File: src/rtl/spi_nor_flash_command_sequencer_macros.svh
// Assertion macros shared by the flash command sequencer modules.
// Each macro expects signals named clk and rst in the module that uses it.
`ifndef SPI_NOR_FLASH_COMMAND_SEQUENCER_MACROS_SVH
`define SPI_NOR_FLASH_COMMAND_SEQUENCER_MACROS_SVH

// Same-cycle implication, checked outside reset.
`define SNFCS_ASSERT_IMP(lbl, ante, cons, msg) \
  lbl: assert property (@(posedge clk) disable iff (rst) (ante) |-> (cons)) \
    else $error(msg);

// Next-cycle implication, checked outside reset.
`define SNFCS_ASSERT_NXT(lbl, ante, cons, msg) \
  lbl: assert property (@(posedge clk) disable iff (rst) (ante) |=> (cons)) \
    else $error(msg);

`endif

File: src/rtl/snfcs_pkg.sv
// Package for the SPI NOR flash command sequencer: types, codes and defaults.
// Used by snfcs_seq, snfcs_emit and the top level; depends on nothing else.
package snfcs_pkg;

  // Field widths of the host and SPI sides.
  localparam int FUNC_W = 3;
  localparam int ADDR_W = 24;
  localparam int LEN_W  = 25;
  localparam int BYTE_W = 8;

  // Most results one item can cause, and the width of a count of them.
  localparam int MAX_RES = 12;
  localparam int CNT_W   = 4;

  // Read and write lengths saturate at this count.
  localparam logic [15:0] LEN_SAT = 16'hFFFF;

  // Bit of the status register that reads 1 while the flash is busy.
  localparam int STATUS_BUSY = 0;

  // Default geometry.
  localparam int DEF_PAGE_BYTES   = 256;
  localparam int DEF_SECTOR_BYTES = 4096;
  localparam int DEF_ADDR_BITS    = 24;

  // Configuration register indexes.
  localparam logic [2:0] REG_OP_READ_ID     = 3'd0;
  localparam logic [2:0] REG_OP_READ_STATUS = 3'd1;
  localparam logic [2:0] REG_OP_READ        = 3'd2;
  localparam logic [2:0] REG_OP_WRITE_EN    = 3'd3;
  localparam logic [2:0] REG_OP_PAGE_PROG   = 3'd4;
  localparam logic [2:0] REG_OP_SECTOR_ERA  = 3'd5;

  // Standard opcode defaults.
  localparam logic [7:0] DEF_OP_READ_ID     = 8'h9F;
  localparam logic [7:0] DEF_OP_READ_STATUS = 8'h05;
  localparam logic [7:0] DEF_OP_READ        = 8'h03;
  localparam logic [7:0] DEF_OP_WRITE_EN    = 8'h06;
  localparam logic [7:0] DEF_OP_PAGE_PROG   = 8'h02;
  localparam logic [7:0] DEF_OP_SECTOR_ERA  = 8'h20;

  // Host function codes.
  localparam logic [2:0] FN_READ_ID      = 3'd0;
  localparam logic [2:0] FN_READ         = 3'd1;
  localparam logic [2:0] FN_WRITE_START  = 3'd2;
  localparam logic [2:0] FN_WRITE_BYTE   = 3'd3;
  localparam logic [2:0] FN_ERASE_SECTOR = 3'd4;
  localparam logic [2:0] FN_ERASE_AREA   = 3'd5;
  localparam logic [2:0] FN_RX           = 3'd6;

  // SPI action codes.
  localparam logic [1:0] SPI_SEL = 2'd0;
  localparam logic [1:0] SPI_REL = 2'd1;
  localparam logic [1:0] SPI_OUT = 2'd2;
  localparam logic [1:0] SPI_IN  = 2'd3;

  // Host return kinds.
  localparam logic [2:0] HK_NONE   = 3'd0;
  localparam logic [2:0] HK_DATA   = 3'd1;
  localparam logic [2:0] HK_MANUF  = 3'd2;
  localparam logic [2:0] HK_DEV_HI = 3'd3;
  localparam logic [2:0] HK_DEV_LO = 3'd4;

  // Command phase.
  typedef enum logic [2:0] {
    PH_IDLE,
    PH_ID,
    PH_READ,
    PH_WDATA,
    PH_POLL_W,
    PH_POLL_E,
    PH_WEL
  } phase_t;

  // Opcode registers as one bundle.
  typedef struct packed {
    logic [7:0] rd_id;
    logic [7:0] rd_status;
    logic [7:0] rd;
    logic [7:0] wen;
    logic [7:0] pp;
    logic [7:0] se;
  } op_regs_t;

  // One result beat.
  typedef struct packed {
    logic [1:0] op;
    logic [7:0] sbyte;
    logic [2:0] hkind;
    logic [7:0] hbyte;
    logic       done;
    logic       last;
  } res_t;

  localparam int RES_W = $bits(res_t);

  typedef res_t [MAX_RES-1:0] res_vec_t;

  // Results of one item handed from the sequencer to the result queue.
  typedef struct packed {
    logic             load;
    logic [CNT_W-1:0] cnt;
    res_vec_t         list;
  } emit_load_t;

endpackage

File: src/rtl/snfcs_seq.sv
// Sequencer: input register, command state and the result list of one item.
// Depends on snfcs_pkg and the assertion macro header.
`include "spi_nor_flash_command_sequencer_macros.svh"

module snfcs_seq #(
  parameter int PAGE_BYTES   = snfcs_pkg::DEF_PAGE_BYTES,
  parameter int SECTOR_BYTES = snfcs_pkg::DEF_SECTOR_BYTES,
  parameter int ADDR_BITS    = snfcs_pkg::DEF_ADDR_BITS
) (
  input  logic                           clk,
  input  logic                           rst,
  input  snfcs_pkg::op_regs_t            ops,
  input  logic                           in_valid,
  output logic                           in_ready,
  input  logic [snfcs_pkg::FUNC_W-1:0]   func,
  input  logic [snfcs_pkg::ADDR_W-1:0]   address,
  input  logic [snfcs_pkg::LEN_W-1:0]    length,
  input  logic [snfcs_pkg::BYTE_W-1:0]   data_byte,
  input  logic                           emit_free,
  output snfcs_pkg::emit_load_t          ld
);
  import snfcs_pkg::*;

  // Page and sector sizes are powers of two.
  localparam int PG_LOG = $clog2(PAGE_BYTES);
  localparam int CH_W   = PG_LOG + 1;
  localparam int SB_LOG = $clog2(SECTOR_BYTES);
  localparam int SC_W   = LEN_W - SB_LOG;
  localparam int LEFT_W = (SC_W > 16) ? SC_W : 16;

  // Input register.
  logic                 a_valid;
  logic [FUNC_W-1:0]    a_func;
  logic [ADDR_BITS-1:0] a_addr;
  logic [LEN_W-1:0]     a_len;
  logic [BYTE_W-1:0]    a_data;
  logic                 a_take;

  // Command state.
  phase_t               phase, phase_next;
  logic [ADDR_BITS-1:0] cur, cur_next;
  logic [LEFT_W-1:0]    left, left_next;
  logic [CH_W-1:0]      chunk, chunk_next;
  logic [1:0]           id_idx, id_idx_next;

  // Decoded values.
  logic [15:0]          sat16;
  logic [LEFT_W-1:0]    sat_w;
  logic [LEFT_W-1:0]    cnt_w;
  logic [LEFT_W-1:0]    left_dec;
  logic [CH_W-1:0]      chunk_dec;
  logic [ADDR_BITS-1:0] chk_addr;
  logic [LEFT_W-1:0]    chk_left;
  logic [CH_W-1:0]      pg_room;
  logic [CH_W-1:0]      chunk_new;
  logic [ADDR_W-1:0]    seq_a24;
  logic                 is_rx;
  logic                 busy;

  // Result list of the item in the input register.
  res_vec_t             list_c;
  logic [CNT_W-1:0]     n_c;
  logic                 done_c;

  function automatic res_t r_ctl(input logic [1:0] op, input logic done);
    res_t r;
    r       = '0;
    r.op    = op;
    r.done  = done;
    return r;
  endfunction

  function automatic res_t r_out(input logic [7:0] b);
    res_t r;
    r       = '0;
    r.op    = SPI_OUT;
    r.sbyte = b;
    return r;
  endfunction

  function automatic res_t r_host(input logic [1:0] op, input logic [2:0] hk,
                                  input logic [7:0] hb, input logic done);
    res_t r;
    r       = '0;
    r.op    = op;
    r.hkind = hk;
    r.hbyte = hb;
    r.done  = done;
    return r;
  endfunction

  // The item leaves the input register once its results fit in the queue.
  assign a_take   = a_valid && ((n_c == '0) || emit_free);
  assign in_ready = !a_valid || a_take;

  always_ff @(posedge clk) begin
    if (rst) begin
      a_valid <= 1'b0;
    end else if (in_valid && in_ready) begin
      a_valid <= 1'b1;
    end else if (a_take) begin
      a_valid <= 1'b0;
    end
  end

  always_ff @(posedge clk) begin
    if (in_valid && in_ready) begin
      a_func <= func;
      a_addr <= address[ADDR_BITS-1:0];
      a_len  <= length;
      a_data <= data_byte;
    end
  end

  // Lengths, sector count and the size of the next page piece.
  assign sat16     = (|a_len[LEN_W-1:16]) ? LEN_SAT : a_len[15:0];
  assign sat_w     = LEFT_W'(sat16);
  assign cnt_w     = LEFT_W'(a_len[LEN_W-1:SB_LOG]);
  assign left_dec  = (left != '0) ? left - 1'b1 : left;
  assign chunk_dec = (chunk != '0) ? chunk - 1'b1 : chunk;
  assign chk_addr  = (phase == PH_IDLE) ? a_addr : cur;
  assign chk_left  = (phase == PH_IDLE) ? sat_w : left;
  assign pg_room   = CH_W'(PAGE_BYTES) - CH_W'(chk_addr[PG_LOG-1:0]);
  assign chunk_new = (LEFT_W'(pg_room) > chk_left) ? CH_W'(chk_left) : pg_room;
  assign seq_a24   = ADDR_W'(chk_addr);
  assign is_rx     = (a_func == FN_RX);
  assign busy      = a_data[STATUS_BUSY];

  // Next state.
  always_comb begin
    phase_next  = phase;
    cur_next    = cur;
    left_next   = left;
    chunk_next  = chunk;
    id_idx_next = id_idx;
    if (a_take) begin
      case (phase)
        PH_IDLE: begin
          case (a_func)
            FN_READ_ID: begin
              id_idx_next = '0;
              phase_next  = PH_ID;
            end
            FN_READ: begin
              cur_next  = a_addr;
              left_next = sat_w;
              if (sat_w != '0) phase_next = PH_READ;
            end
            FN_WRITE_START: begin
              if (sat_w != '0) begin
                cur_next   = a_addr;
                left_next  = sat_w;
                chunk_next = chunk_new;
                phase_next = PH_WDATA;
              end
            end
            FN_ERASE_SECTOR: begin
              cur_next   = a_addr;
              left_next  = '0;
              phase_next = PH_POLL_E;
            end
            FN_ERASE_AREA: begin
              if (cnt_w != '0) begin
                cur_next   = a_addr;
                left_next  = cnt_w - 1'b1;
                phase_next = PH_POLL_E;
              end
            end
            default: ;
          endcase
        end
        PH_ID: begin
          if (is_rx) begin
            if (id_idx == 2'd0) begin
              id_idx_next = 2'd1;
            end else if (id_idx == 2'd1) begin
              id_idx_next = 2'd2;
            end else begin
              id_idx_next = '0;
              phase_next  = PH_IDLE;
            end
          end
        end
        PH_READ: begin
          if (is_rx) begin
            left_next = left_dec;
            if (left_dec == '0) phase_next = PH_IDLE;
          end
        end
        PH_WDATA: begin
          if (a_func == FN_WRITE_BYTE) begin
            cur_next   = cur + 1'b1;
            left_next  = left_dec;
            chunk_next = chunk_dec;
            if (chunk_dec == '0) phase_next = PH_POLL_W;
          end
        end
        PH_POLL_W: begin
          if (is_rx && !busy) begin
            if (left == '0) begin
              phase_next = PH_IDLE;
            end else begin
              chunk_next = chunk_new;
              phase_next = PH_WDATA;
            end
          end
        end
        PH_POLL_E: begin
          if (is_rx && !busy) begin
            if (left == '0) begin
              phase_next = PH_IDLE;
            end else begin
              left_next  = left - 1'b1;
              cur_next   = cur + ADDR_BITS'(SECTOR_BYTES);
              phase_next = PH_WEL;
            end
          end
        end
        PH_WEL: begin
          if (is_rx) phase_next = PH_POLL_E;
        end
        default: phase_next = PH_IDLE;
      endcase
    end
  end

  // Result list of the item waiting in the input register.
  always_comb begin
    list_c = '0;
    n_c    = '0;
    done_c = 1'b0;
    if (a_valid) begin
      case (phase)
        PH_IDLE: begin
          case (a_func)
            FN_READ_ID: begin
              list_c[n_c] = r_ctl(SPI_SEL, 1'b0);  n_c = n_c + 1'b1;
              list_c[n_c] = r_out(ops.rd_id);      n_c = n_c + 1'b1;
              list_c[n_c] = r_ctl(SPI_IN, 1'b0);   n_c = n_c + 1'b1;
            end
            FN_READ: begin
              list_c[n_c] = r_ctl(SPI_SEL, 1'b0);  n_c = n_c + 1'b1;
              list_c[n_c] = r_out(ops.rd);         n_c = n_c + 1'b1;
              list_c[n_c] = r_out(seq_a24[23:16]); n_c = n_c + 1'b1;
              list_c[n_c] = r_out(seq_a24[15:8]);  n_c = n_c + 1'b1;
              list_c[n_c] = r_out(seq_a24[7:0]);   n_c = n_c + 1'b1;
              if (sat_w == '0) begin
                list_c[n_c] = r_ctl(SPI_REL, 1'b1); n_c = n_c + 1'b1;
                done_c = 1'b1;
              end else begin
                list_c[n_c] = r_ctl(SPI_IN, 1'b0);  n_c = n_c + 1'b1;
              end
            end
            FN_WRITE_START: begin
              if (sat_w == '0) begin
                list_c[n_c] = r_ctl(SPI_REL, 1'b1); n_c = n_c + 1'b1;
                done_c = 1'b1;
              end else begin
                // Write enable, then the program header of the first piece.
                list_c[n_c] = r_ctl(SPI_SEL, 1'b0);  n_c = n_c + 1'b1;
                list_c[n_c] = r_out(ops.wen);        n_c = n_c + 1'b1;
                list_c[n_c] = r_ctl(SPI_REL, 1'b0);  n_c = n_c + 1'b1;
                list_c[n_c] = r_ctl(SPI_SEL, 1'b0);  n_c = n_c + 1'b1;
                list_c[n_c] = r_out(ops.pp);         n_c = n_c + 1'b1;
                list_c[n_c] = r_out(seq_a24[23:16]); n_c = n_c + 1'b1;
                list_c[n_c] = r_out(seq_a24[15:8]);  n_c = n_c + 1'b1;
                list_c[n_c] = r_out(seq_a24[7:0]);   n_c = n_c + 1'b1;
              end
            end
            FN_ERASE_SECTOR, FN_ERASE_AREA: begin
              if ((a_func == FN_ERASE_AREA) && (cnt_w == '0)) begin
                list_c[n_c] = r_ctl(SPI_REL, 1'b1); n_c = n_c + 1'b1;
                done_c = 1'b1;
              end else begin
                // Write enable, erase command, then the first status read.
                list_c[n_c] = r_ctl(SPI_SEL, 1'b0);  n_c = n_c + 1'b1;
                list_c[n_c] = r_out(ops.wen);        n_c = n_c + 1'b1;
                list_c[n_c] = r_ctl(SPI_REL, 1'b0);  n_c = n_c + 1'b1;
                list_c[n_c] = r_ctl(SPI_SEL, 1'b0);  n_c = n_c + 1'b1;
                list_c[n_c] = r_out(ops.se);         n_c = n_c + 1'b1;
                list_c[n_c] = r_out(seq_a24[23:16]); n_c = n_c + 1'b1;
                list_c[n_c] = r_out(seq_a24[15:8]);  n_c = n_c + 1'b1;
                list_c[n_c] = r_out(seq_a24[7:0]);   n_c = n_c + 1'b1;
                list_c[n_c] = r_ctl(SPI_REL, 1'b0);  n_c = n_c + 1'b1;
                list_c[n_c] = r_ctl(SPI_SEL, 1'b0);  n_c = n_c + 1'b1;
                list_c[n_c] = r_out(ops.rd_status);  n_c = n_c + 1'b1;
                list_c[n_c] = r_ctl(SPI_IN, 1'b0);   n_c = n_c + 1'b1;
              end
            end
            default: ;
          endcase
        end
        PH_ID: begin
          if (is_rx) begin
            if (id_idx == 2'd0) begin
              list_c[n_c] = r_host(SPI_IN, HK_MANUF, a_data, 1'b0);  n_c = n_c + 1'b1;
            end else if (id_idx == 2'd1) begin
              list_c[n_c] = r_host(SPI_IN, HK_DEV_HI, a_data, 1'b0); n_c = n_c + 1'b1;
            end else begin
              list_c[n_c] = r_host(SPI_REL, HK_DEV_LO, a_data, 1'b1); n_c = n_c + 1'b1;
              done_c = 1'b1;
            end
          end
        end
        PH_READ: begin
          if (is_rx) begin
            if (left_dec != '0) begin
              list_c[n_c] = r_host(SPI_IN, HK_DATA, a_data, 1'b0);  n_c = n_c + 1'b1;
            end else begin
              list_c[n_c] = r_host(SPI_REL, HK_DATA, a_data, 1'b1); n_c = n_c + 1'b1;
              done_c = 1'b1;
            end
          end
        end
        PH_WDATA: begin
          if (a_func == FN_WRITE_BYTE) begin
            list_c[n_c] = r_out(a_data); n_c = n_c + 1'b1;
            if (chunk_dec == '0) begin
              list_c[n_c] = r_ctl(SPI_REL, 1'b0); n_c = n_c + 1'b1;
              list_c[n_c] = r_ctl(SPI_SEL, 1'b0); n_c = n_c + 1'b1;
              list_c[n_c] = r_out(ops.rd_status); n_c = n_c + 1'b1;
              list_c[n_c] = r_ctl(SPI_IN, 1'b0);  n_c = n_c + 1'b1;
            end
          end
        end
        PH_POLL_W, PH_POLL_E: begin
          if (is_rx) begin
            if (busy) begin
              // Still busy: read the status again in the same select.
              list_c[n_c] = r_out(ops.rd_status); n_c = n_c + 1'b1;
              list_c[n_c] = r_ctl(SPI_IN, 1'b0);  n_c = n_c + 1'b1;
            end else if (left == '0) begin
              list_c[n_c] = r_ctl(SPI_REL, 1'b1); n_c = n_c + 1'b1;
              done_c = 1'b1;
            end else if (phase == PH_POLL_W) begin
              // Next page piece.
              list_c[n_c] = r_ctl(SPI_REL, 1'b0);  n_c = n_c + 1'b1;
              list_c[n_c] = r_ctl(SPI_SEL, 1'b0);  n_c = n_c + 1'b1;
              list_c[n_c] = r_out(ops.wen);        n_c = n_c + 1'b1;
              list_c[n_c] = r_ctl(SPI_REL, 1'b0);  n_c = n_c + 1'b1;
              list_c[n_c] = r_ctl(SPI_SEL, 1'b0);  n_c = n_c + 1'b1;
              list_c[n_c] = r_out(ops.pp);         n_c = n_c + 1'b1;
              list_c[n_c] = r_out(seq_a24[23:16]); n_c = n_c + 1'b1;
              list_c[n_c] = r_out(seq_a24[15:8]);  n_c = n_c + 1'b1;
              list_c[n_c] = r_out(seq_a24[7:0]);   n_c = n_c + 1'b1;
            end else begin
              // Next sector: write enable, then one paced status read.
              list_c[n_c] = r_ctl(SPI_REL, 1'b0); n_c = n_c + 1'b1;
              list_c[n_c] = r_ctl(SPI_SEL, 1'b0); n_c = n_c + 1'b1;
              list_c[n_c] = r_out(ops.wen);       n_c = n_c + 1'b1;
              list_c[n_c] = r_ctl(SPI_REL, 1'b0); n_c = n_c + 1'b1;
              list_c[n_c] = r_ctl(SPI_SEL, 1'b0); n_c = n_c + 1'b1;
              list_c[n_c] = r_out(ops.rd_status); n_c = n_c + 1'b1;
              list_c[n_c] = r_ctl(SPI_IN, 1'b0);  n_c = n_c + 1'b1;
            end
          end
        end
        PH_WEL: begin
          if (is_rx) begin
            list_c[n_c] = r_ctl(SPI_REL, 1'b0);  n_c = n_c + 1'b1;
            list_c[n_c] = r_ctl(SPI_SEL, 1'b0);  n_c = n_c + 1'b1;
            list_c[n_c] = r_out(ops.se);         n_c = n_c + 1'b1;
            list_c[n_c] = r_out(seq_a24[23:16]); n_c = n_c + 1'b1;
            list_c[n_c] = r_out(seq_a24[15:8]);  n_c = n_c + 1'b1;
            list_c[n_c] = r_out(seq_a24[7:0]);   n_c = n_c + 1'b1;
            list_c[n_c] = r_ctl(SPI_REL, 1'b0);  n_c = n_c + 1'b1;
            list_c[n_c] = r_ctl(SPI_SEL, 1'b0);  n_c = n_c + 1'b1;
            list_c[n_c] = r_out(ops.rd_status);  n_c = n_c + 1'b1;
            list_c[n_c] = r_ctl(SPI_IN, 1'b0);   n_c = n_c + 1'b1;
          end
        end
        default: ;
      endcase
      if (n_c != '0) list_c[n_c - 1'b1].last = 1'b1;
    end
  end

  assign ld.load = a_take && (n_c != '0);
  assign ld.cnt  = n_c;
  assign ld.list = list_c;

  // State registers.
  always_ff @(posedge clk) begin
    if (rst) begin
      phase  <= PH_IDLE;
      cur    <= '0;
      left   <= '0;
      chunk  <= '0;
      id_idx <= '0;
    end else begin
      phase  <= phase_next;
      cur    <= cur_next;
      left   <= left_next;
      chunk  <= chunk_next;
      id_idx <= id_idx_next;
    end
  end

  `SNFCS_ASSERT_NXT(a_hold_phase, !a_take, phase == $past(phase), "phase moved without an item")
  `SNFCS_ASSERT_IMP(a_chunk_live, phase == PH_WDATA, chunk != '0, "empty page piece in data phase")
  `SNFCS_ASSERT_NXT(a_done_idle, ld.load && done_c, phase == PH_IDLE, "command done but not idle")

endmodule

File: src/rtl/snfcs_emit.sv
// Result queue: holds the result beats of one item and sends them in order.
// Depends on snfcs_pkg and the assertion macro header.
`include "spi_nor_flash_command_sequencer_macros.svh"

module snfcs_emit (
  input  logic                          clk,
  input  logic                          rst,
  input  snfcs_pkg::emit_load_t         ld,
  output logic                          emit_free,
  output logic                          out_valid,
  input  logic                          out_ready,
  output logic [1:0]                    spi_op,
  output logic [snfcs_pkg::BYTE_W-1:0]  spi_byte,
  output logic [2:0]                    host_kind,
  output logic [snfcs_pkg::BYTE_W-1:0]  host_byte,
  output logic                          cmd_done,
  output logic                          last
);
  import snfcs_pkg::*;

  res_vec_t         q;
  logic [CNT_W-1:0] cnt;
  logic             pop;

  assign out_valid = (cnt != '0);
  assign pop       = out_valid && out_ready;
  // Room for a new list once the last held beat leaves this cycle.
  assign emit_free = (cnt == '0) || ((cnt == CNT_W'(1)) && out_ready);

  always_ff @(posedge clk) begin
    if (rst) begin
      cnt <= '0;
    end else if (ld.load) begin
      cnt <= ld.cnt;
    end else if (pop) begin
      cnt <= cnt - 1'b1;
    end
  end

  // Beats shift down towards entry zero, which drives the ports.
  always_ff @(posedge clk) begin
    if (ld.load) begin
      q <= ld.list;
    end else if (pop) begin
      q <= res_vec_t'(q >> RES_W);
    end
  end

  assign spi_op    = q[0].op;
  assign spi_byte  = q[0].sbyte;
  assign host_kind = q[0].hkind;
  assign host_byte = q[0].hbyte;
  assign cmd_done  = q[0].done;
  assign last      = q[0].last;

  `SNFCS_ASSERT_IMP(a_load_room, ld.load, (cnt == '0) || ((cnt == CNT_W'(1)) && out_ready), "queue overwritten")
  `SNFCS_ASSERT_NXT(a_pop_count, pop && !ld.load, cnt == $past(cnt) - 1'b1, "beat count slipped")
  `SNFCS_ASSERT_IMP(a_last_mark, cnt != '0, q[0].last == (cnt == CNT_W'(1)), "last mark misplaced")

endmodule

File: src/rtl/spi_nor_flash_command_sequencer.sv
// Top level of the SPI NOR flash command sequencer: opcode registers and wiring.
// Depends on snfcs_pkg, snfcs_seq and snfcs_emit.
//
//   Channel  Dir  Handshake               Payload
//   in       in   in_valid / in_ready     func, address, length, data_byte
//   out      out  out_valid / out_ready   spi_op, spi_byte, host_kind, host_byte,
//                                         cmd_done, last
//   cfg      in   cfg_we                  cfg_idx, cfg_wdata
//
// An accepted item waits in the input register, where its list of result beats is
// formed; the list moves into the result queue once the queue has room, and the first
// beat shows from the queue. Results leave one beat per cycle while out_ready is high;
// an item with no result is dropped with no beat. The result queue sets the rate.
// rst clears the phase, counters and queue, and loads the standard opcodes.
// With out_ready low the queue holds, and one more item waits in the input register.

module spi_nor_flash_command_sequencer #(
  parameter int PAGE_BYTES   = snfcs_pkg::DEF_PAGE_BYTES,
  parameter int SECTOR_BYTES = snfcs_pkg::DEF_SECTOR_BYTES,
  parameter int ADDR_BITS    = snfcs_pkg::DEF_ADDR_BITS
) (
  input  logic                          clk,
  input  logic                          rst,
  input  logic                          cfg_we,
  input  logic [2:0]                    cfg_idx,
  input  logic [7:0]                    cfg_wdata,
  input  logic                          in_valid,
  output logic                          in_ready,
  input  logic [snfcs_pkg::FUNC_W-1:0]  func,
  input  logic [snfcs_pkg::ADDR_W-1:0]  address,
  input  logic [snfcs_pkg::LEN_W-1:0]   length,
  input  logic [snfcs_pkg::BYTE_W-1:0]  data_byte,
  output logic                          out_valid,
  input  logic                          out_ready,
  output logic [1:0]                    spi_op,
  output logic [snfcs_pkg::BYTE_W-1:0]  spi_byte,
  output logic [2:0]                    host_kind,
  output logic [snfcs_pkg::BYTE_W-1:0]  host_byte,
  output logic                          cmd_done,
  output logic                          last
);
  import snfcs_pkg::*;

  op_regs_t   ops;
  emit_load_t ld;
  logic       emit_free;

  // Opcode registers; indexes past the list are ignored.
  always_ff @(posedge clk) begin
    if (rst) begin
      ops.rd_id     <= DEF_OP_READ_ID;
      ops.rd_status <= DEF_OP_READ_STATUS;
      ops.rd        <= DEF_OP_READ;
      ops.wen       <= DEF_OP_WRITE_EN;
      ops.pp        <= DEF_OP_PAGE_PROG;
      ops.se        <= DEF_OP_SECTOR_ERA;
    end else if (cfg_we) begin
      case (cfg_idx)
        REG_OP_READ_ID:     ops.rd_id     <= cfg_wdata;
        REG_OP_READ_STATUS: ops.rd_status <= cfg_wdata;
        REG_OP_READ:        ops.rd        <= cfg_wdata;
        REG_OP_WRITE_EN:    ops.wen       <= cfg_wdata;
        REG_OP_PAGE_PROG:   ops.pp        <= cfg_wdata;
        REG_OP_SECTOR_ERA:  ops.se        <= cfg_wdata;
        default: ;
      endcase
    end
  end

  snfcs_seq #(
    .PAGE_BYTES   (PAGE_BYTES),
    .SECTOR_BYTES (SECTOR_BYTES),
    .ADDR_BITS    (ADDR_BITS)
  ) u_seq (
    .clk       (clk),
    .rst       (rst),
    .ops       (ops),
    .in_valid  (in_valid),
    .in_ready  (in_ready),
    .func      (func),
    .address   (address),
    .length    (length),
    .data_byte (data_byte),
    .emit_free (emit_free),
    .ld        (ld)
  );

  snfcs_emit u_emit (
    .clk       (clk),
    .rst       (rst),
    .ld        (ld),
    .emit_free (emit_free),
    .out_valid (out_valid),
    .out_ready (out_ready),
    .spi_op    (spi_op),
    .spi_byte  (spi_byte),
    .host_kind (host_kind),
    .host_byte (host_byte),
    .cmd_done  (cmd_done),
    .last      (last)
  );

endmodule

File: config.mk
export PLATFORM = sky130hd
export DESIGN_NAME = spi_nor_flash_command_sequencer
export DESIGN_NICKNAME = d
export VERILOG_FILES = /design/src/rtl/snfcs_pkg.sv /design/src/rtl/snfcs_seq.sv /design/src/rtl/snfcs_emit.sv /design/src/rtl/spi_nor_flash_command_sequencer.sv
export VERILOG_INCLUDE_DIRS = /design/src /design/src/rtl
export SDC_FILE = /design/constraint.sdc
export NUM_CORES = 1
export LEC_CHECK = 0
export ABC_AREA = 1
export BUFFER_PORTS_ARGS = -buffer_cell sky130_fd_sc_hd__buf_2
export CAP_MARGIN = 40
export CORE_MARGIN = 3
export CORE_UTILIZATION = 45
export DETAILED_ROUTE_END_ITERATION = 12
export PLACE_DENSITY = 0.65
export SYNTH_ARGS = -nofsm -noshare
export SYNTH_HDL_FRONTEND = slang
export SYNTH_HIERARCHICAL = 1
export SYNTH_SLANG_ARGS = --single-unit
export TNS_END_PERCENT = 5
File: constraint.sdc
create_clock -name clk -period 5.2 [get_ports clk]
set_clock_uncertainty 0.1 [all_clocks]
set_input_delay 0.52 -clock clk [delete_from_list [all_inputs] [get_ports clk]]
set_output_delay 0.52 -clock clk [all_outputs]
set_load 0.1 [all_outputs]
# Word-level counts from Yosys, hierarchy flattened
# Index checks and enable logic that the tools add are counted.
# classes
n_addsub,8
reduce_logical,54
muxes,108
n_eq_ne,40
magnitude_cmp,3
# ops
cell,n
276-bit 2-to-1 mux,4
92-bit 2-to-1 mux,4
92-bit one-hot mux with 4 select lines,1
161-bit 2-to-1 mux,2
276-bit bitwise mux,1
69-bit one-hot mux with 4 select lines,1
92-bit one-hot mux with 3 select lines,1
253-bit 2-to-1 mux,1
230-bit 2-to-1 mux,1
207-bit 2-to-1 mux,1
23-bit 2-to-1 mux,9
69-bit one-hot mux with 3 select lines,1
184-bit 2-to-1 mux,1
46-bit 2-to-1 mux,4
160-bit 2-to-1 mux,1
16-bit 2-to-1 mux,9
24-bit 2-to-1 mux,6
24-bit one-hot mux with 3 select lines,2
23-bit one-hot mux with 6 select lines,1
16-bit one-hot mux with 4 select lines,2
115-bit 2-to-1 mux,1
23-bit demux with 4-bit select,1
46-bit one-hot mux with 2 select lines,1
16-bit zero test,4
other kinds (54),153
# word_totals
out_inout_bits,25
inputBits,76
ff_bits,443
elab_cells,302

# Longest topological paths before layout
# Gate-level depths: netlist of the first run.
# depth
ltp_word,16
ltp_mapped,27
ltp_nobuf,24

# Hierarchy
# Netlist of the first run, hierarchy kept.
# by_module_without_submodules
module,area_per_inst_um2,cells_each,n_inst,seq_area_each_um2
snfcs_emit,12095.4,1210,1,8368.0
snfcs_seq,11218.3,1774,1,2902.8
spi_nor_flash_command_sequencer,1935.6,270,1,960.9

# Worst setup path before layout of the first run
# No wires, ideal clock.
# synth_timing
path_type,register to register
from,reg u_seq.left[0]
to,reg u_seq.a_addr[0] (enable)
stages_incl_launch_ff,15
synth_period_minus_slack_ns,5.269
setup_ns,0.498
n_path_buf,0
required_ns,4.602
path_slack_ns,-0.069
arrival_ns,4.671
cell_sequence,dfxtp_1 -> inv_1 -> ha_1 -> nand3_2 -> nor2_4 -> nand4_4 -> inv_2 -> nor2_1 -> nand2_1 -> nand2_1 -> inv_1 -> nand2_2 -> nand2_1 -> nand3_2 -> a21oi_1
# synth_between
elab_chain_cells,12
# synth_rtl
element,line,rtl
from (decl),snfcs_seq.sv:42,"logic [LEFT_W-1:0] left, left_next;"
from (signal assigned),snfcs_seq.sv:393,left <= left_next;
16-bit zero test,snfcs_seq.sv:332,end else if (left == '0) begin
4-bit 2-to-1 mux,snfcs_seq.sv:332,
4-bit 2-to-1 mux,snfcs_seq.sv:328,if (busy) begin
4-bit 2-to-1 mux,snfcs_seq.sv:327,if (is_rx) begin
4-bit one-hot mux with 5 select lines,snfcs_seq.sv:233,case (phase)
4-bit 2-to-1 mux (2 in series),snfcs_seq.sv:232,if (a_valid) begin
4-bit zero test,snfcs_seq.sv:93,assign a_take = a_valid && ((n_c == '0) || emit_free);
1-bit logical OR,snfcs_seq.sv:93,
1-bit logical AND,snfcs_seq.sv:93,
1-bit logical OR,snfcs_seq.sv:94,assign in_ready = !a_valid || a_take;
1-bit logical AND,snfcs_seq.sv:107,if (in_valid && in_ready) begin
to (signal assigned),snfcs_seq.sv:109,a_addr <= address[ADDR_BITS-1:0];
to (decl),snfcs_seq.sv:34,logic [ADDR_BITS-1:0] a_addr;
# Every way passes these cells. The select of a mux whose other input is x is not followed.
# A chain may end at the register's enable or synchronous reset.

# Worst setup path after layout of the first run
# layout_timing
from,reg u_seq.phase[1]
to,reg u_seq.chunk[6]
# layout_between
elab_chain_cells,12
word_cells_on_any_way,36
classes_between,1 x add/sub; 1 x order compare; 11 x eq/ne; 15 x mux; 8 x reduce/logical
# layout_rtl
element,line,rtl
from (decl),snfcs_seq.sv:40,"phase_t phase, phase_next;"
from (signal assigned),snfcs_seq.sv:391,phase <= phase_next;
"parallel branches: the longest is 12 deep, another holds 9-bit by 16-bit > comparator with 1-bit output",--,
to (signal assigned),snfcs_seq.sv:394,chunk <= chunk_next;
to (decl),snfcs_seq.sv:43,"logic [CH_W-1:0] chunk, chunk_next;"
# Several ways; the timed one is not identified. The select of a mux whose other input is x is not followed.

==> impl_metrics.prom, run 1 <==
# TYPE chip_impl_metric gauge
chip_impl_metric{name="tritoncts.num_buffers",unit=""} 50
chip_impl_metric{name="drt_iter0_markers",unit=""} 2157
chip_impl_metric{name="synth_cell_type_count",unit=""} 52
chip_impl_metric{name="start_util",unit=""} 0.457
chip_impl_metric{name="critPathArrivalTime",unit="ns"} 4.82
chip_impl_metric{name="clk_latency_worst_skew_pair",unit="ns"} 0.62
chip_impl_info{name="grt_setup_unrepaired",value="no"} 1
chip_impl_metric{name="dpl_cell_area",unit="um^2"} 25700
chip_impl_info{name="path_cells",value="nor2_1 -> nand2_2 -> o21ai_1 -> nand2_1 -> nor2_1 -> nand3_1 -> xor2_1 -> inv_1 -> ha_1 -> a21oi_1 -> o21ai_0 -> a21oi_1 -> o21bai_1 -> nand3_1 -> nand2_1 -> o21ai_0 -> a21oi_1 -> nand3_1 -> nand2_1 -> a21oi_1"} 1
chip_impl_metric{name="cts_sinks",unit=""} 443
chip_impl_metric{name="ys.warnings.count",unit=""} 6
chip_impl_info{name="critical_path.startpoint",value="u_seq/phase[1]$_SDFFE_PP0P_"} 1
chip_impl_metric{name="dieWidth",unit="um"} 243
chip_impl_metric{name="htreeDepth",unit=""} 2
chip_impl_info{name="clock-root-buffer",value="clkbuf_16"} 1
chip_impl_metric{name="leakagePower",unit="nW"} 12.4
chip_impl_metric{name="drtPass1Iterations",unit=""} 6
chip_impl_metric{name="design.die.area",unit="um^2"} 59000
chip_impl_info{name="tritoncts",value="yes"} 1
chip_impl_metric{name="ys_ff_latch",unit=""} 443
chip_impl_info{name="worst_r2r_startpoint",value="u_seq/phase[1]$_SDFFE_PP0P_"} 1
chip_impl_metric{name="final_estimated_routing_congestion_in_global_placement",unit=""} 0.986
chip_impl_metric{name="crit_buf_inv",unit=""} 1
chip_impl_metric{name="worstRegToRegCells",unit=""} 20
chip_impl_metric{name="max_cap_viol_count",unit=""} 0
chip_impl_metric{name="stdcell_count",unit=""} 4136
chip_impl_metric{name="finalSetupViolCount",unit=""} 0
chip_impl_metric{name="finalCritPeriodShare",unit=""} 0.849
chip_impl_metric{name="drc",unit=""} 0
chip_impl_metric{name="core-area",unit="um^2"} 55300
chip_impl_info{name="most_common_cell_after_layout_fill_and_taps_aside",value="nand2_1"} 1
chip_impl_metric{name="layout.nets",unit=""} 3443
chip_impl_metric{name="power.ir.vdd_worst",unit="mV"} 0.493
chip_impl_info{name="hold_path.startpoint",value="cfg_wdata[4]"} 1
chip_impl_metric{name="min_delay_path_depth",unit=""} 3
chip_impl_info{name="critical-path-top-cell-by-count",value="a21oi_1"} 1
chip_impl_info{name="run_status",value="completed"} 1
chip_impl_metric{name="cts-resized-gates",unit=""} 0
chip_impl_metric{name="routed-via-count",unit=""} 20800
chip_impl_info{name="mostFrequentLayoutCells",value="nand2_1, edfxtp_1, nor2_1"} 1
chip_impl_metric{name="slowest_cell_delay_on_critical_path",unit="ns"} 0.75
chip_impl_metric{name="drive_above_1_share",unit=""} 0.0877
chip_impl_metric{name="synth_seq_area_share",unit=""} 0.484
chip_impl_metric{name="finalCriticalPeriod",unit="ns"} 4.42
chip_impl_metric{name="final_hold_viol_count",unit=""} 0
chip_impl_metric{name="synth.cell_area",unit="um^2"} 25200
chip_impl_metric{name="total_non_filler_cell_area_in_the_finished_layout",unit="um^2"} 27900
chip_impl_metric{name="place.detailed.hpwl",unit="mm"} 46.6
chip_impl_metric{name="num_io_pins",unit=""} 101
chip_impl_metric{name="maxSlewViolCount",unit=""} 0
chip_impl_metric{name="layout.filler_cells",unit=""} 5373
chip_impl_metric{name="grt_max_degree",unit=""} 152
chip_impl_info{name="hold_class",value="input port to register"} 1
chip_impl_info{name="cp-start-kind",value="register"} 1
chip_impl_metric{name="clock_path_buffers",unit=""} 3
chip_impl_metric{name="placement_rows",unit=""} 86
chip_impl_metric{name="antenna_cells",unit=""} 0
chip_impl_info{name="terminating_pin_of_the_worst_hold_path",value="ops[44]$_SDFFE_PP1P_"} 1
chip_impl_metric{name="viasPerCell",unit=""} 5.04
chip_impl_metric{name="worstMarginPinSlew",unit="ns"} 0.832
chip_impl_info{name="critical_path.reg2reg.endpoint",value="u_seq/chunk[6]$_SDFFE_PP0P_"} 1
chip_impl_metric{name="clk_pin_slew_worst_paths",unit="ns"} 0.06
chip_impl_metric{name="totalNegativeSetupSlack",unit="ns"} 0
chip_impl_info{name="worst_setup_path_end_kind",value="register"} 1
chip_impl_metric{name="route.final.wire_length",unit="mm"} 67.3
chip_impl_info{name="worst_path_dominant_cell_family",value="simple AND/OR/NAND/NOR gates"} 1
chip_impl_metric{name="io_buffers",unit=""} 100
chip_impl_metric{name="critical_path_required",unit="ns"} 5.60
chip_impl_metric{name="average_routed_wire_per_standard_cell",unit="um"} 16.3
chip_impl_metric{name="worst_path_fanout_max",unit=""} 26
chip_impl_metric{name="ff2ff_setup_slack",unit="ns"} 0.78
chip_impl_metric{name="synthesis.area_per_instance",unit="um^2"} 7.76
chip_impl_metric{name="gate_count_after_technology_mapping",unit=""} 3254
chip_impl_metric{name="overflow",unit=""} 0
chip_impl_metric{name="relSlewSlack",unit=""} 0.445
chip_impl_metric{name="chipHeight",unit="um"} 243
chip_impl_metric{name="p_per_area",unit="nW/um^2"} 542
chip_impl_info{name="critPathSlowestCell",value="o21ai_1"} 1
chip_impl_metric{name="global_route.usage.total",unit=""} 0.225
chip_impl_metric{name="antenna_found_initial",unit=""} 0
chip_impl_metric{name="drt.antenna.violating_nets",unit=""} 0
chip_impl_metric{name="fmaxAchievable",unit="MHz"} 226
chip_impl_info{name="worstSetupPathType",value="register to register"} 1
chip_impl_metric{name="first_global_vias",unit=""} 19200
chip_impl_metric{name="areaGrowthSynthToFinish",unit="%"} 10.7
chip_impl_metric{name="wire_length_of_the_first_global_routing_pass",unit="mm"} 106
chip_impl_metric{name="dpl.cell_count",unit=""} 3987
-- kinds of logic (layout without fill, tap and decap cells) --
family	Yosys count	after routing	share of synthesized area
AOI/OAI and AO/OA	322	322	0.0761
other	1	151	0.000149
adders and majority gates	19	19	0.00942
DFF	443	443	0.484
muxes	1	1	0.000396
buffers and inverters	572	556	0.119
and+or+nand+nor	1874	1874	0.303
xor gates and xnor gates	22	22	0.00763
-- how the worst max path moves through the flow --
stage                                              to  slack (ns)  cells past startpoint
final                     u_seq/chunk[6]$_SDFFE_PP0P_        0.78                     20
after global routing      u_seq/chunk[2]$_SDFFE_PP0P_        0.33                     23
after CTS                                    in_ready        0.88                     12
after detailed placement  u_seq/chunk[3]$_SDFFE_PP0P_        0.92                     18
after global placement    u_seq/chunk[3]$_SDFFE_PP0P_        0.90                     18
after floorplan             u_emit/cmd_done$_DFFE_PP_        0.45                     20
-- state kept, by name, indices dropped and copies added, names as in the netlist --
name	cells
u_emit/q	253
ops	48
u_seq/a_len	25
u_seq/a_addr	24
u_seq/cur	24
u_seq/left	16
u_seq/chunk	9
u_emit/host_byte	8
u_emit/spi_byte	8
u_seq/a_data	8
u_emit/cnt	4
u_emit/host_kind	3
u_seq/a_func	3
u_seq/phase	3
u_emit/spi_op	2
u_seq/id_idx	2
u_emit/cmd_done	1
u_emit/last	1
u_seq/a_valid	1
-- synthesized netlist by cell type, drive strengths merged --
master	number	area share
a211oi	4	0.0012
a21oi	107	0.022
a221oi	9	0.0031
a22o	1	0.00035
a22oi	29	0.0086
a311oi	1	0.00035
a31oi	14	0.0035
a32o	2	0.00079
a41oi	1	0.00035
buf	261	0.073
clkbuf	48	0.0071
clkinv	4	0.00059
conb	1	0.00015
dfxtp	107	0.085
edfxtp	336	0.40
ha	19	0.0094
inv	259	0.039
mux2i	1	0.00040
nand2	1312	0.20
nand3	172	0.035
nand3b	1	0.00030
nand4	23	0.0069
nor2	305	0.049
nor3	35	0.0075
nor3b	2	0.00059
nor4	10	0.0025
o2111ai	2	0.00069
o211ai	15	0.0045
o21a	7	0.0021
o21ai	97	0.019
o21bai	4	0.0012
o221ai	5	0.0017
o22ai	14	0.0035
o31ai	3	0.00089
o32ai	7	0.0024
or2	14	0.0035
xnor2	2	0.00069
xor2	20	0.0069
-- stage by stage --
step	setup WS [ns]	total power [W]	hold slack [ns]	utilization
4_1_cts	0.880	0.0152	0.00127	0.505
5_1_grt	0.333	0.0161	0.0130	0.505
3_5_place_dp	0.919	0.0115	0.366	0.465
3_3_place_gp	0.901	0.0115	0.366	0.464
2_1_floorplan	0.446	0.0104	0.342	-
6_report	0.783	0.0151	0.0306	0.505
-- layout make-up --
cell class,count,area (um^2),share of cell area
multi-input combinational,2389,10600,0.379
clock buffer,66,1340,0.0480
clock inverter,26,329,0.0118
sequential,443,12200,0.438
inverter,263,1000,0.0359
tap,748,936,0.0335
timing repair buffer,201,1500,0.0538
-- tightest hold or removal path, stage by stage --
cell and delay [ns]:
buf_2 0.10, nand2_1 0.05, nand3_1 0.05
-- per-layer routing --
metal	GRT usage	vias to the layer above	routed length [um]	share of wire
met2	0.339	823	28900	0.43
met3	0.0381	121	6110	0.091
met1	0.328	9456	30400	0.45
met5	0	-	0	0
met4	0.0738	0	1890	0.028
li1	-	10400	-	-
-- repair_timing --
action	CTS	global route
hold buffers	57	0
setup buffers	0	0
hold endpoints to repair	57	0
-- report_power, final --
part / switching [W] / internal (W)
clock network: 0.00149 / 0.00208
registers: 0.000453 / 0.00559
logic: 0.00404 / 0.00149
total: 0.00598 / 0.00917
Note: power is estimated with default switching activity, not from simulation.
==> run 2, diff against run 1 <==
==> constraint.sdc (replaced) <==
create_clock -name clk -period 4 [get_ports clk]
set_clock_uncertainty 0.1 [all_clocks]
set_input_delay 0.4 -clock clk [delete_from_list [all_inputs] [get_ports clk]]
set_output_delay 0.4 -clock clk [all_outputs]
set_load 0.1 [all_outputs]
==> run 2 against run 1 <==
Compared with the run above: worst hold slack better by 0.013 ns; critical path type unchanged; combinational power grew 36%; largest cell class unchanged; non-clock buffer count up 26.
==> impl_metrics.prom, run 2 (synthesis gave the netlist of run 1 again) <==
# TYPE chip_impl_metric gauge
chip_impl_metric{name="combinationalPowerShare",unit=""} 0.376
chip_impl_metric{name="max_cap_viol_count",unit=""} 0
chip_impl_metric{name="power_report.internal_total",unit="W"} 0.0121
chip_impl_metric{name="fmaxAchievable",unit="MHz"} 265
chip_impl_metric{name="antenna_found_initial",unit=""} 2
chip_impl_metric{name="place.detailed.hpwl",unit="mm"} 46.9
chip_impl_metric{name="cts_sinks",unit=""} 443
chip_impl_metric{name="slowest_cell_delay_on_critical_path",unit="ns"} 0.31
chip_impl_metric{name="worstRegToRegCells",unit=""} 19
chip_impl_metric{name="finalSetupViolCount",unit=""} 0
chip_impl_metric{name="drt.antenna.violating_nets",unit=""} 0
chip_impl_metric{name="clk_latency_worst_skew_pair",unit="ns"} 0.62
chip_impl_metric{name="total_switching_power",unit="W"} 0.00795
chip_impl_metric{name="largest_register_ff_count",unit=""} 253
chip_impl_metric{name="p_per_area",unit="nW/um^2"} 707
chip_impl_metric{name="io_buffers",unit=""} 100
chip_impl_metric{name="finalCritPeriodShare",unit=""} 0.943
chip_impl_info{name="worst_path_dominant_cell_family",value="simple AND/OR/NAND/NOR gates"} 1
chip_impl_metric{name="core-area",unit="um^2"} 55300
chip_impl_info{name="hold_class",value="input port to register"} 1
chip_impl_metric{name="routed-via-count",unit=""} 21100
chip_impl_metric{name="ff2ff_setup_slack",unit="ns"} 0.23
chip_impl_metric{name="final.setup.worst_slack",unit="ns"} 0.226
chip_impl_metric{name="placement_rows",unit=""} 86
chip_impl_metric{name="drive_above_1_share",unit=""} 0.0948
chip_impl_metric{name="relSlewSlack",unit=""} 0.429
chip_impl_metric{name="clock_power_share",unit=""} 0.233
chip_impl_metric{name="htreeDepth",unit=""} 2
chip_impl_metric{name="drtPass1Iterations",unit=""} 6
chip_impl_metric{name="critical_path_required",unit="ns"} 4.17
chip_impl_metric{name="finalCriticalPeriod",unit="ns"} 3.77
chip_impl_info{name="worst_setup_path_end_kind",value="register"} 1
chip_impl_metric{name="start_util",unit=""} 0.457
chip_impl_metric{name="maxSlewViolCount",unit=""} 0
chip_impl_metric{name="average_routed_wire_per_standard_cell",unit="um"} 16.4
chip_impl_metric{name="total_non_filler_cell_area_in_the_finished_layout",unit="um^2"} 28300
chip_impl_metric{name="final_estimated_routing_congestion_in_global_placement",unit=""} 0.936
chip_impl_metric{name="drt_iter0_markers",unit=""} 2369
chip_impl_metric{name="dpl_cell_area",unit="um^2"} 25900
chip_impl_info{name="tritoncts",value="yes"} 1
chip_impl_info{name="cp-start-kind",value="register"} 1
chip_impl_metric{name="first_global_vias",unit=""} 19200
chip_impl_metric{name="power.ir.vdd_worst",unit="mV"} 0.481
chip_impl_info{name="critPathSlowestCell",value="dfxtp_1"} 1
chip_impl_metric{name="worstMarginPinSlew",unit="ns"} 0.848
chip_impl_metric{name="chipHeight",unit="um"} 243
chip_impl_info{name="critical_path.reg2reg.endpoint",value="u_emit/q[186]$_DFFE_PP_"} 1
chip_impl_metric{name="path_depth",unit=""} 19
chip_impl_metric{name="end_of_flow_core_utilization",unit=""} 0.513
chip_impl_metric{name="pre_cts_ws",unit="ns"} 0.0576
chip_impl_info{name="clock-root-buffer",value="clkbuf_16"} 1
chip_impl_info{name="run_status",value="completed"} 1
chip_impl_info{name="worstSetupPathType",value="register to register"} 1
chip_impl_metric{name="areaGrowthSynthToFinish",unit="%"} 12.3
chip_impl_metric{name="power.sequential.fraction",unit=""} 0.391
chip_impl_info{name="critical_path_endpoint",value="u_emit/q[186]$_DFFE_PP_"} 1
chip_impl_metric{name="critPathArrivalTime",unit="ns"} 3.94
chip_impl_info{name="worst_r2r_startpoint",value="u_seq/left[0]$_SDFFE_PP0P_"} 1
chip_impl_metric{name="crit_buf_inv",unit=""} 5
chip_impl_metric{name="grt_max_degree",unit=""} 169
chip_impl_metric{name="global_route.usage.total",unit=""} 0.226
chip_impl_metric{name="clock_path_buffers",unit=""} 3
chip_impl_metric{name="dieWidth",unit="um"} 243
chip_impl_info{name="path_cells",value="inv_1 -> ha_1 -> nand3_2 -> nor2_4 -> inv_2 -> nor2_1 -> nand2_1 -> nand2_4 -> nor2_8 -> nor2_1 -> nand2_1 -> nor2_2 -> nand2_2 -> a21oi_4 -> nand2_1 -> inv_8 -> inv_8 -> nand2_8 -> buf_16"} 1
chip_impl_metric{name="overflow",unit=""} 0
chip_impl_metric{name="post_cts_buffers",unit=""} 0
chip_impl_info{name="grt_setup_unrepaired",value="yes"} 1
chip_impl_info{name="mostFrequentLayoutCells",value="nand2_1, edfxtp_1, nor2_1"} 1
chip_impl_metric{name="switching_share",unit=""} 0.396
chip_impl_metric{name="worst_path_fanout_max",unit=""} 45
chip_impl_metric{name="viasPerCell",unit=""} 5.06
chip_impl_metric{name="route.final.wire_length",unit="mm"} 68.4
chip_impl_metric{name="clk_pin_slew_worst_paths",unit="ns"} 0.06
chip_impl_info{name="most_common_cell_after_layout_fill_and_taps_aside",value="nand2_1"} 1
chip_impl_info{name="regMostFlops",value="u_emit/q"} 1
chip_impl_metric{name="layout.nets",unit=""} 3470
chip_impl_metric{name="leakagePower",unit="nW"} 12.6
chip_impl_info{name="critical-path-top-cell-by-count",value="nand2_1"} 1
chip_impl_metric{name="drc",unit=""} 0
chip_impl_metric{name="final_hold_viol_count",unit=""} 0
chip_impl_info{name="reg.largest.list",value="u_emit/q x253, ops x48, u_seq/a_len x25"} 1
chip_impl_metric{name="tritoncts.num_buffers",unit=""} 51
chip_impl_metric{name="num_io_pins",unit=""} 101
chip_impl_metric{name="wire_length_of_the_first_global_routing_pass",unit="mm"} 107
chip_impl_metric{name="design.die.area",unit="um^2"} 59000
chip_impl_info{name="critical_path.startpoint",value="u_seq/left[0]$_SDFFE_PP0P_"} 1
[run 2: changes by cell type in the layout (fill, tap and decap cells not counted), sizes merged]
| cell | change |
|---|---|
| dlygate4sd3 | +9 |
| buf | +16 |
| clkinv | +2 |
| clkbuf | +4 |
| clkinvlp | -2 |
| inv | +1 |
| diode | +1 |
[run 2: worst min path at each step]
stage	start	to	slack (ns)	cells after the start
after floorplan	ops[24]$_SDFFE_PP1P_	ops[24]$_SDFFE_PP1P_	0.34	2
after global placement	ops[40]$_SDFFE_PP1P_	ops[40]$_SDFFE_PP1P_	0.35	2
after detailed placement	ops[25]$_SDFFE_PP1P_	ops[25]$_SDFFE_PP1P_	0.36	2
after CTS	cfg_wdata[1]	ops[25]$_SDFFE_PP1P_	0.02	3
after global routing	cfg_wdata[1]	ops[25]$_SDFFE_PP1P_	0.05	3
final	cfg_wdata[1]	ops[25]$_SDFFE_PP1P_	0.04	3
[run 2: timing repair]
item	CTS	global route
endpoints found under the setup margin	0	157
resized for setup	0	17
hold endpoints to repair	69	0
hold buffers	66	0
[run 2: metal layers]
layer | part of all wire | vias to the layer above | wire [um] | GRT usage
met1 | 0.44 | 9649 | 30200 | 0.321
met5 | 0 | - | 0 | 0
met2 | 0.43 | 808 | 29300 | 0.343
li1 | - | 10500 | - | -
met4 | 0.032 | 0 | 2190 | 0.0777
met3 | 0.098 | 144 | 6700 | 0.0483
[run 2: power by group through the flow]
stage	Sequential (W)	Combinational [W]	Clock (W)
after floorplan	0.00786	0.00554	0
after global placement	0.00790	0.00726	0
after detailed placement	0.00791	0.00733	0
after CTS	0.00783	0.00740	0.00481
after global routing	0.00798	0.00836	0.00497
final	0.00784	0.00754	0.00468
[run 2: cell type report]
| type | count | area (um^2) |
|---|---|---|
| diodes | 1 | 2.50 |
| clock buffers | 69 | 1350 |
| clock inverters | 27 | 333 |
| fillers | 5355 | 27000 |
| inverters | 263 | 1000 |
| multi-input cells | 2389 | 10600 |
| flip-flops and latches | 443 | 12200 |
| well taps | 748 | 936 |
| repair buffers | 227 | 1840 |
[run 2: through the flow]
stage	cells	total power, W	hold slack (ns)	setup TNS, ns
6_report	4167	0.0201	0.0433	0
5_1_grt	4167	0.0213	0.0505	-0.0128
4_1_cts	4165	0.0200	0.0162	0
3_5_place_dp	4003	0.0152	0.361	0
3_3_place_gp	4001	0.0152	0.352	0
2_1_floorplan	3404	0.0134	0.342	0
[run 2: worst min-delay path, cell delays in order]
cell	delay, ns
buf_2	0.16
nand2_1	0.07
nand3_1	0.06
